==> src/rtl/core/llds_pkg.sv <==
`timescale 1ns / 1ps
// ----------------------------------------------------------------------------
// llds_pkg: shared types and widths for the least-loaded dispatch unit
// Field widths, the search token that runs along the server chain and the
// control group that the dispatcher broadcasts to every server cell.
// ----------------------------------------------------------------------------
package llds_pkg;

  localparam int TIME_W = 32;
  localparam int WAIT_W = 48;
  localparam int PROC_W = 16;
  localparam int CNT_W  = 4;   // server count register and fill count
  localparam int SEL_W  = 4;   // chosen server is always below the count
  localparam int OIDX_W = 3;   // server index as reported on the result port

  // Running minimum carried from cell to cell
  typedef struct packed {
    logic              valid;
    logic [TIME_W-1:0] min_time;
    logic [SEL_W-1:0]  min_idx;
  } token_t;

  // Broadcast from the dispatcher to all cells
  typedef struct packed {
    logic              clear;
    logic              wr_en;
    logic [SEL_W-1:0]  wr_idx;
    logic [TIME_W-1:0] wr_time;
  } cell_ctl_t;

endpackage

==> src/rtl/core/llds_cell.sv <==
`timescale 1ns / 1ps
// ----------------------------------------------------------------------------
// llds_cell: one server of the dispatch chain
// Holds the time at which its server becomes free, folds itself into the
// passing search token and takes the new free time when it is chosen.
// ----------------------------------------------------------------------------
module llds_cell #(
  parameter int IDX = 0
) (
  input  logic                clk,
  input  logic                rst_n,
  input  logic                active,
  input  llds_pkg::cell_ctl_t ctl,
  input  llds_pkg::token_t    tok_i,
  output llds_pkg::token_t    tok_o
);
  import llds_pkg::*;

  localparam logic [SEL_W-1:0] MY_IDX = SEL_W'(IDX);

  logic [TIME_W-1:0] free_r, free_nxt;
  token_t            tok_r, tok_nxt;
  logic              take;

  // Replace the running minimum only on a strictly earlier time (low index wins ties)
  assign take = active && tok_i.valid && (free_r < tok_i.min_time);

  always_comb begin
    tok_nxt = tok_i;
    if (take) begin
      tok_nxt.min_time = free_r;
      tok_nxt.min_idx  = MY_IDX;
    end
  end

  // Clear on batch start, load the finish time when this server is chosen
  always_comb begin
    free_nxt = free_r;
    if (ctl.clear) begin
      free_nxt = '0;
    end else if (ctl.wr_en && active && (ctl.wr_idx == MY_IDX)) begin
      free_nxt = ctl.wr_time;
    end
  end

  always_ff @(posedge clk) begin
    if (!rst_n) begin
      free_r      <= '0;
      tok_r.valid <= 1'b0;
    end else begin
      free_r <= free_nxt;
      tok_r  <= tok_nxt;
    end
  end

  assign tok_o = tok_r;

endmodule

==> src/rtl/core/least_loaded_dispatch_unit.sv <==
`timescale 1ns / 1ps
// ----------------------------------------------------------------------------
// least_loaded_dispatch_unit: greedy dispatch onto the earliest-free server
// Sends each job to a server, reports start and finish times, the running
// sum of start times and the latest finish time of the batch.
// ----------------------------------------------------------------------------
// A user should know: one request is taken at a time. While the opening jobs
// of a batch fill servers 0, 1, 2 and so on, the dispatcher goes from decide
// straight to finish. Once all active servers have a job, a search token
// walks the full chain of MAX_SERVERS server cells, one cell per cycle, and
// the dispatcher waits in search until the token leaves the chain. Finish
// holds while the output register is full and stalled. The result sits in an
// output register; the next request is taken as soon as the dispatcher is
// back in idle. Server count writes take effect at once and should be made
// between requests; counts of zero act as one and counts above MAX_SERVERS
// act as MAX_SERVERS.
// ----------------------------------------------------------------------------
module least_loaded_dispatch_unit #(
  parameter int MAX_SERVERS = 8
) (
  input  logic                          clk,
  input  logic                          rst_n,
  // configuration
  input  logic                          cfg_valid,
  output logic                          cfg_ready,
  input  logic [llds_pkg::CNT_W-1:0]    cfg_data,
  // job requests
  input  logic                          in_valid,
  output logic                          in_stall,
  input  logic                          in_batch_start,
  input  logic [llds_pkg::PROC_W-1:0]   in_proc_time,
  // results
  output logic                          out_valid,
  input  logic                          out_stall,
  output logic [llds_pkg::OIDX_W-1:0]   out_server_index,
  output logic [llds_pkg::TIME_W-1:0]   out_start_time,
  output logic [llds_pkg::TIME_W-1:0]   out_finish_time,
  output logic [llds_pkg::WAIT_W-1:0]   out_total_wait,
  output logic [llds_pkg::TIME_W-1:0]   out_close_time
);
  import llds_pkg::*;

  localparam logic [CNT_W-1:0] MAX_K =
    CNT_W'((MAX_SERVERS > 15) ? 15 : MAX_SERVERS);

  typedef enum logic [1:0] {
    ST_IDLE,
    ST_DECIDE,
    ST_SEARCH,
    ST_FINISH
  } state_t;

  state_t             state_r, state_nxt;
  logic [CNT_W-1:0]   num_r, num_nxt;
  logic [CNT_W-1:0]   fill_r, fill_nxt;
  logic [WAIT_W-1:0]  wait_r, wait_nxt;
  logic [TIME_W-1:0]  late_r, late_nxt;
  logic [PROC_W-1:0]  proc_r, proc_nxt;
  logic [SEL_W-1:0]   sel_r, sel_nxt;
  logic [TIME_W-1:0]  start_r, start_nxt;

  logic               ov_r, ov_nxt;
  logic [OIDX_W-1:0]  o_idx_r, o_idx_nxt;
  logic [TIME_W-1:0]  o_start_r, o_start_nxt;
  logic [TIME_W-1:0]  o_fin_r, o_fin_nxt;
  logic [WAIT_W-1:0]  o_wait_r, o_wait_nxt;
  logic [TIME_W-1:0]  o_close_r, o_close_nxt;

  logic [CNT_W-1:0]   k;
  logic               accept;
  logic               can_load;
  logic [TIME_W:0]    fin_sum;
  logic [TIME_W-1:0]  fin;
  logic [WAIT_W:0]    wait_sum;
  logic [WAIT_W-1:0]  wait_sat;
  logic [TIME_W-1:0]  late_new;

  logic [MAX_SERVERS-1:0] act;
  token_t                 chain [MAX_SERVERS+1];
  cell_ctl_t              ctl;

  // Clamp the configured server count to 1..MAX_SERVERS
  always_comb begin
    if (num_r == '0) begin
      k = CNT_W'(1);
    end else if (num_r > MAX_K) begin
      k = MAX_K;
    end else begin
      k = num_r;
    end
  end

  assign cfg_ready = 1'b1;
  assign in_stall  = (state_r != ST_IDLE);
  assign accept    = in_valid && !in_stall;
  assign can_load  = !ov_r || !out_stall;

  // Saturating finish time and wait sum
  assign fin_sum  = {1'b0, start_r} + {{(TIME_W + 1 - PROC_W){1'b0}}, proc_r};
  assign fin      = fin_sum[TIME_W] ? '1 : fin_sum[TIME_W-1:0];
  assign wait_sum = {1'b0, wait_r} + {{(WAIT_W + 1 - TIME_W){1'b0}}, start_r};
  assign wait_sat = wait_sum[WAIT_W] ? '1 : wait_sum[WAIT_W-1:0];
  assign late_new = (fin > late_r) ? fin : late_r;

  // Broadcast clear on a batch start and write back the chosen server
  always_comb begin
    ctl.clear   = accept && in_batch_start;
    ctl.wr_en   = (state_r == ST_FINISH) && can_load;
    ctl.wr_idx  = sel_r;
    ctl.wr_time = fin;
  end

  // Seed the search token at the head of the chain
  always_comb begin
    chain[0].valid    = (state_r == ST_DECIDE) && (fill_r >= k);
    chain[0].min_time = '1;
    chain[0].min_idx  = '0;
  end

  for (genvar i = 0; i < MAX_SERVERS; i++) begin : g_cell
    assign act[i] = (7'(i) < {3'b000, k});

    llds_cell #(
      .IDX (i)
    ) u_cell (
      .clk    (clk),
      .rst_n  (rst_n),
      .active (act[i]),
      .ctl    (ctl),
      .tok_i  (chain[i]),
      .tok_o  (chain[i+1])
    );
  end

  // Dispatcher next state
  always_comb begin
    state_nxt   = state_r;
    num_nxt     = num_r;
    fill_nxt    = fill_r;
    wait_nxt    = wait_r;
    late_nxt    = late_r;
    proc_nxt    = proc_r;
    sel_nxt     = sel_r;
    start_nxt   = start_r;
    ov_nxt      = ov_r && out_stall;
    o_idx_nxt   = o_idx_r;
    o_start_nxt = o_start_r;
    o_fin_nxt   = o_fin_r;
    o_wait_nxt  = o_wait_r;
    o_close_nxt = o_close_r;

    if (cfg_valid && cfg_ready) begin
      num_nxt = cfg_data;
    end

    unique case (state_r)
      ST_IDLE: begin
        if (accept) begin
          proc_nxt  = in_proc_time;
          state_nxt = ST_DECIDE;
          if (in_batch_start) begin
            fill_nxt = '0;
            wait_nxt = '0;
            late_nxt = '0;
          end
        end
      end
      ST_DECIDE: begin
        if (fill_r < k) begin
          // opening phase: next unused server, free at time zero
          sel_nxt   = fill_r;
          start_nxt = '0;
          fill_nxt  = fill_r + CNT_W'(1);
          state_nxt = ST_FINISH;
        end else begin
          state_nxt = ST_SEARCH;
        end
      end
      ST_SEARCH: begin
        if (chain[MAX_SERVERS].valid) begin
          sel_nxt   = chain[MAX_SERVERS].min_idx;
          start_nxt = chain[MAX_SERVERS].min_time;
          state_nxt = ST_FINISH;
        end
      end
      ST_FINISH: begin
        // hold until the output register is free, then commit
        if (can_load) begin
          wait_nxt    = wait_sat;
          late_nxt    = late_new;
          ov_nxt      = 1'b1;
          o_idx_nxt   = sel_r[OIDX_W-1:0];
          o_start_nxt = start_r;
          o_fin_nxt   = fin;
          o_wait_nxt  = wait_sat;
          o_close_nxt = late_new;
          state_nxt   = ST_IDLE;
        end
      end
      default: begin
        state_nxt = ST_IDLE;
      end
    endcase
  end

  always_ff @(posedge clk) begin
    if (!rst_n) begin
      state_r <= ST_IDLE;
      num_r   <= CNT_W'(8);
      fill_r  <= '0;
      wait_r  <= '0;
      late_r  <= '0;
      ov_r    <= 1'b0;
    end else begin
      state_r <= state_nxt;
      num_r   <= num_nxt;
      fill_r  <= fill_nxt;
      wait_r  <= wait_nxt;
      late_r  <= late_nxt;
      ov_r    <= ov_nxt;
    end
    proc_r    <= proc_nxt;
    sel_r     <= sel_nxt;
    start_r   <= start_nxt;
    o_idx_r   <= o_idx_nxt;
    o_start_r <= o_start_nxt;
    o_fin_r   <= o_fin_nxt;
    o_wait_r  <= o_wait_nxt;
    o_close_r <= o_close_nxt;
  end

  assign out_valid        = ov_r;
  assign out_server_index = o_idx_r;
  assign out_start_time   = o_start_r;
  assign out_finish_time  = o_fin_r;
  assign out_total_wait   = o_wait_r;
  assign out_close_time   = o_close_r;

`ifndef SYNTH
  // A token leaves the chain only while the dispatcher waits for it
  a_token_in_search: assert property (@(posedge clk) disable iff (!rst_n)
    chain[MAX_SERVERS].valid |-> (state_r == ST_SEARCH))
    else $error("search token left the chain outside of a search");

  // Opening-phase fill never runs past the largest usable count
  a_fill_bound: assert property (@(posedge clk) disable iff (!rst_n)
    fill_r <= MAX_K)
    else $error("fill count beyond server count");

  // A new result appears only as the dispatcher commits a job
  a_result_from_finish: assert property (@(posedge clk) disable iff (!rst_n)
    (ov_r && !out_stall) ##1 ov_r |-> ($past(state_r) == ST_FINISH))
    else $error("result loaded outside of commit");

  // Finish never precedes start and the close time covers it
  a_time_order: assert property (@(posedge clk) disable iff (!rst_n)
    ov_r |-> (o_fin_r >= o_start_r) && (o_close_r >= o_fin_r))
    else $error("result times out of order");
`endif

endmodule

==> config.mk <==
export PLATFORM = sky130hd
export DESIGN_NAME = least_loaded_dispatch_unit
export DESIGN_NICKNAME = d
export VERILOG_FILES = /design/src/rtl/core/llds_pkg.sv /design/src/rtl/core/llds_cell.sv /design/src/rtl/core/least_loaded_dispatch_unit.sv
export SDC_FILE = /design/constraint.sdc
export NUM_CORES = 2
export LEC_CHECK = 0
export BUFFER_PORTS_ARGS = -buffer_cell sky130_fd_sc_hd__buf_2
export CAP_MARGIN = 40
export CELL_PAD_IN_SITES_DETAIL_PLACEMENT = 0
export CELL_PAD_IN_SITES_GLOBAL_PLACEMENT = 1
export CORE_MARGIN = 2
export CORE_UTILIZATION = 51
export CTS_BUF_LIST = sky130_fd_sc_hd__clkbuf_2
export DETAILED_ROUTE_END_ITERATION = 6
export GPL_TIMING_DRIVEN = 0
export PLACE_DENSITY_LB_ADDON = 0.1
export SYNTH_ARGS = -nofsm -noshare
export SYNTH_HDL_FRONTEND = slang
export SYNTH_HIERARCHICAL = 1
export SYNTH_SLANG_ARGS = --single-unit
==> constraint.sdc <==
create_clock -name clk -period 19.67 [get_ports clk]
set_clock_uncertainty 0.1 [all_clocks]
set_input_delay 0.9835 -clock clk [delete_from_list [all_inputs] [get_ports clk]]
set_output_delay 0.9835 -clock clk [all_outputs]
set_load 0.005 [all_outputs]
### Yosys cells after proc, flatten, opt, wreduce, memory -nomap -nowiden

Index checks and enable logic that the tools add are counted.

| cells by class | value |
|---|---|
| magnitude comparators | 20 |
| shift-type cells | 0 |
| equal/unequal tests | 15 |
| add/sub/neg operators | 3 |
| bitwise logic cells | 1 |
| mux-type cells | 37 |
| divide/modulo/power cells | 0 |
| reduce and logical (&&, ||, !) cells | 55 |
| $mul | 0 |

Operators by type and width:

| cell | count |
|---|---|
| two-way mux 36 bit | 7 |
| less-than comparator 32 bit | 7 |
| two-way mux 32 bit | 7 |
| two-way mux 48 bit | 4 |
| case mux 32 bit (2 select lines) | 2 |
| case mux 48 bit (2 select lines) | 1 |
| adder 48 x 32 -> 49 bit | 1 |
| logical AND 1 bit | 37 |
| adder 32 x 16 -> 33 bit | 1 |
| greater-than comparator 32 bit | 1 |
| less-than comparator 32 bit (second input constant) | 1 |
| two-way mux 4 bit | 7 |
| equality test 4 x 3 -> 1 bit (second input constant) | 4 |
| less-than comparator 3 x 4 -> 1 bit (first input constant) | 4 |
| case mux 4 bit (2 select lines) | 2 |
| equality test 4 x 2 -> 1 bit (second input constant) | 2 |
| logical NOT 4 bit | 2 |
| less-than comparator 1 x 4 -> 1 bit (first input constant) | 2 |
| less-than comparator 2 x 4 -> 1 bit (first input constant) | 2 |
| case mux 2 bit (4 select lines) | 1 |
| AND reduction 4 bit | 2 |
| nonzero test 2 bit | 4 |
| two-way mux 2 bit | 3 |
| inequality test 2 bit (second input constant) | 3 |
| 16 further kinds | 24 |

| word-level totals | value |
|---|---|
| bits in writable memories | 0 |
| output and inout port bits | 150 |
| flip-flop bits (word level) | 842 |
| bits in latches | 0 |
| memories | 0 |
| ROM bits | 0 |

### Logic depth before layout (Yosys ltp)

| logic depth | value |
|---|---|
| depth in word-level cells | 7 |
| depth in mapped cells | 22 |
| gate-level depth less buffers | 19 |

### Modules after synthesis

The synthesis kept the hierarchy.

Modules (own cells, without submodules):

| module | cells an instance | instances | area each (um^2) |
|---|---|---|---|
| least_loaded_dispatch_unit | 1342 | 1 | 14655.3 |
| llds_cell at g_cell[1].u_cell ... | 451 | 3 | 4167.7 |
| llds_cell at g_cell[5].u_cell ... | 451 | 2 | 4175.3 |
| llds_cell at g_cell[0].u_cell | 453 | 1 | 4229.1 |
| llds_cell at g_cell[3].u_cell | 451 | 1 | 4180.3 |
| llds_cell at g_cell[7].u_cell | 451 | 1 | 4147.7 |

### Worst setup path before layout

OpenSTA, ideal clock, no wires.

| path | value |
|---|---|
| path kind | input -> register |
| start | input out_stall |
| end | register late_r[25] |
| data arrival time | 15.349 ns |
| required time | 19.483 ns |
| stages on the path | 6 |
| slack | 4.134 ns |
| library setup time | 0.087 ns |
| path through | a21boi_0 nand3_1 o31ai_1 clkbuf_1 nand2_1 o31ai_1 |

| between the ends | value |
|---|---|
| word-level cells in the longest chain between the ends | 4 |

RTL lines:

| what | RTL line | RTL |
|---|---|---|
| start, declared | least_loaded_dispatch_unit.sv:34 | `input logic out_stall,` |
| logical NOT 1 bit | least_loaded_dispatch_unit.sv:96 | `assign can_load = !ov_r \|\| !out_stall;` |
| logical OR 1 bit | least_loaded_dispatch_unit.sv:96 |  |
| inequality test 2 bit (no line) | n/a |  |
| AND reduction 4 bit (no line) | n/a |  |
| end signal, assigned | least_loaded_dispatch_unit.sv:219 | `late_r <= late_nxt;` |
| end, declared | least_loaded_dispatch_unit.sv:57 | `logic [TIME_W-1:0] late_r, late_nxt;` |

Every way passes these cells.
A chain may end at the register's enable or synchronous reset.

==> run_results.csv <==
group,metric,value,unit
setup_path,cp-startpoint,"proc_r[0]",
setup_path,cp.required,20910,ps
logic_synthesis,ys_seq_area_share,45.2,%
timing,fin_crit_sh,37.5,%
setup_path,startpoint_type,"flop",
routing,drt-total-wl,156000,um
logic_synthesis,syn_avg_cell_area,9.71,um^2
layout,fillers,8496,
grt,first_global_vias,38500,
logic_synthesis,synthArstFlopShare,0,%
placed_design,port-buffer-count,173,
grt,track_usage,31.6,%
status,status,"complete, no violations",
setup_path,cpLargestDelayFamily,"buffers and inverters",
timing,slew_violations,0,
floorplan,core,93300,um^2
routing,via_per_inst,5.89,
cts,cts_buffer_depth,3,
timing,hold_violations,0,
routing,drt-pass1-iter-count,6,
timing,holdWs,280,ps
floorplan,start_util,51.5,%
floorplan,die_height,311,um
timing,layout_min_cycle_time,7370,ps
cts,cts_tree,"built",
placed_design,pre_cts_slack,12500,ps
grt,gr-total-overflow,0,
pwr,ir_worst_vdd,0.181,mV
hold_path,hp-start,"cfg_valid",
setup_path,r2r-start,"proc_r[0]",
floorplan,design.portCount,176,
logic_synthesis,synth_seq_cells,842,
placed_design,dp_hpwl,115000,um
floorplan,die_w,311,um
setup_path,path_buf_inv,4,
layout,final_area,54600,um^2
grt,grt_pass1_wl,234000,um
layout,area_delta_synth_final,13.7,%
timing,fmax,0.136,GHz
cts,cts_buffers,219,
setup_path,critPathKind,"reg2reg",
layout,drive_gt1_share,17.8,%
cts,htreeDepth,4,
routing,route.detailed.wl_per_inst,22.3,um
routing,vias,41200,
setup_path,max_stage_delay,740,ps
timing,setup_violations,0,
cts,hold_buffers,47,
setup_path,cp_slowest_cell,"clkbuf_1",
pwr,powerDensity,108,nW/um^2
layout,nNetsFinal,5899,
logic_synthesis,synth.cell_area,48100,um^2
logic_synthesis,yosys_warnings,6,
timing,tightestPinTransition,1040,ps
logic_synthesis,synth_edf_count,487,
routing,drc,0,
logic_synthesis,ys_types,88,
run,maxCapViolCount,0,
logic_synthesis,syn_inst,4952,
floorplan,dieArea,96700,um^2
placed_design,dpl_cell_area,51900,um^2
setup_path,end_kind,"flop",
grt,antenna_found_initial,7,
pwr,p_leak,21.5,nW
routing,ant_nets,0,
logic_synthesis,ys.flop_type,"edfxtp_1",
setup_path,crit_arrival,8620,ps
placed_design,place.gp.congestion,0.949,
routing,drtIter0Drc,3704,
timing,maxSlewHeadroom,30.5,%
cts,cts_setup_buffers,0,
grt,grt_max_degree,117,
cts,clk_pin_slew,130,ps
cts,clock-root-buffer,"clkbuf_2",
hold_path,min-delay-path-class,"in2reg",
cts,post_cts_resized,0,
setup_path,worstPathCellList,"ha_1, fa_1, a211oi_1, o211ai_1, a21oi_1, o21ai_0, nand3_1, clkbuf_1, nand2_1, buf_16, ha_1, nand4_1, nor2_1, nand2_1, a311oi_1, or2_0, buf_1, clkbuf_1, mux2i_1",
timing,rsz0062_at_grt,"false",
cts,numClockSinks,842,
setup_path,path_max_fanout,10,
floorplan,fp-row-count,112,
cts,clk_latency,1590,ps
timing,fin_ws,12300,ps
-- state kept, by name, summed over array words and instances (netlist names), 16 cells and up --
signal and cells:
late_r 32, out_start_time 32, g_cell.u_cell/free_r 256, proc_r 16
start_r 32, out_finish_time 32, out_close_time 32, out_total_wait 48
wait_r 48, g_cell.u_cell/tok_o 296
-- metrics by stage --
step	TNS (ps)	power, mW	cells	util, %
after floorplan	0	3.10	5054	-
after global placement	-1054760	4.16	6481	54.5
after detailed placement	0	4.50	6520	55.6
after CTS	0	5.85	6981	58.5
after global routing	0	6.10	6987	58.5
final	0	5.88	6990	58.6
-- cells in the mapped netlist, types with 45 or more instances --
library cell  instances  area share (%)
o211ai_1            306             4.8
and2_1               48            0.62
inv_1               312             2.4
clkbuf_1            223             1.7
o21a_1               49            0.77
nand3_1             311             3.2
buf_2                70            0.73
a22o_1               62             1.1
o211ai_2            229             6.0
edfxtp_1            487              30
o21ai_1              68            0.71
ha_1                337             8.8
nor2_1               93            0.73
a21o_1               47            0.73
o21ai_0             310             3.2
a21oi_1             441             4.6
nand4_1              45            0.59
dfxtp_1             355              15
nand2_1             722             5.6
-- cell families (layout without fill, tap and decap cells) --
| logic type | after synthesis | count (layout) | synth area share, % |
|---|---|---|---|
| AO/OA/AOI/OAI | 1682 | 1682 | 25.3 |
| AND/OR/NAND/NOR | 1365 | 1365 | 13.3 |
| flip-flops | 842 | 842 | 45.2 |
| buffers and inverters | 652 | 1325 | 5.89 |
| adder cells (fa/ha/maj) | 339 | 339 | 8.86 |
| XOR/XNOR | 45 | 45 | 0.820 |
| multiplexers | 25 | 25 | 0.562 |
| other | 2 | 113 | 0.0156 |
-- worst paths after layout --
| path | end | slack (ps) | depth (start not counted) |
|---|---|---|---|
| worst min-delay path | num_r[3] | 280 | 3 |
| worst max register to register | out_close_time[28] | 12300 | 19 |
| worst min register to register | g_cell[1].u_cell/tok_o[36] | 360 | 1 |
| worst max-delay path | out_close_time[28] | 12300 | 19 |
-- tightest hold or removal path, stage by stage --
cell           delay (ps)
clkbuf_1              160
o211ai_1              180
dlygate4sd3_1         540
-- cell type report --
type / instances / area [um^2] / area share [%]
Antenna cell: 9 / 22.5 / 0.0412
Buffer: 340 / 1660 / 3.04
Clock buffer: 322 / 1610 / 2.95
Clock inverter: 92 / 621 / 1.14
Inverter: 312 / 1170 / 2.14
Multi-Input combinational cell: 3560 / 24000 / 43.9
Sequential cell: 842 / 21700 / 39.8
Tap cell: 1254 / 1570 / 2.87
Timing Repair Buffer: 259 / 2270 / 4.15
-- where the power goes --
group          internal (mW)  switching [mW]  total [mW]
clock network          0.565           0.778        1.34
registers               2.09           0.168        2.26
logic                  0.715            1.56        2.27
-- metal layers --
layer  part of all wire (%)  global-route usage [%]
met1                     41                    41.3
met2                     46                    50.2
met3                    8.1                    6.50
met4                    4.7                    15.0
met5                 0.0083                       0
-- layout by cell type (no fill, tap or decap), drive strengths merged, types with 53 or more instances in the layout --
cell type	instances
conb	104
o211ai	535
inv	315
buf	329
a22o	62
clkinv	77
ha	337
nand3	311
a21oi	442
nand2	722
edfxtp	487
dfxtp	355
clkbuf	545
nand4	53
o21ai	389
nor2	93
Power figures use the tool's default switching activity.
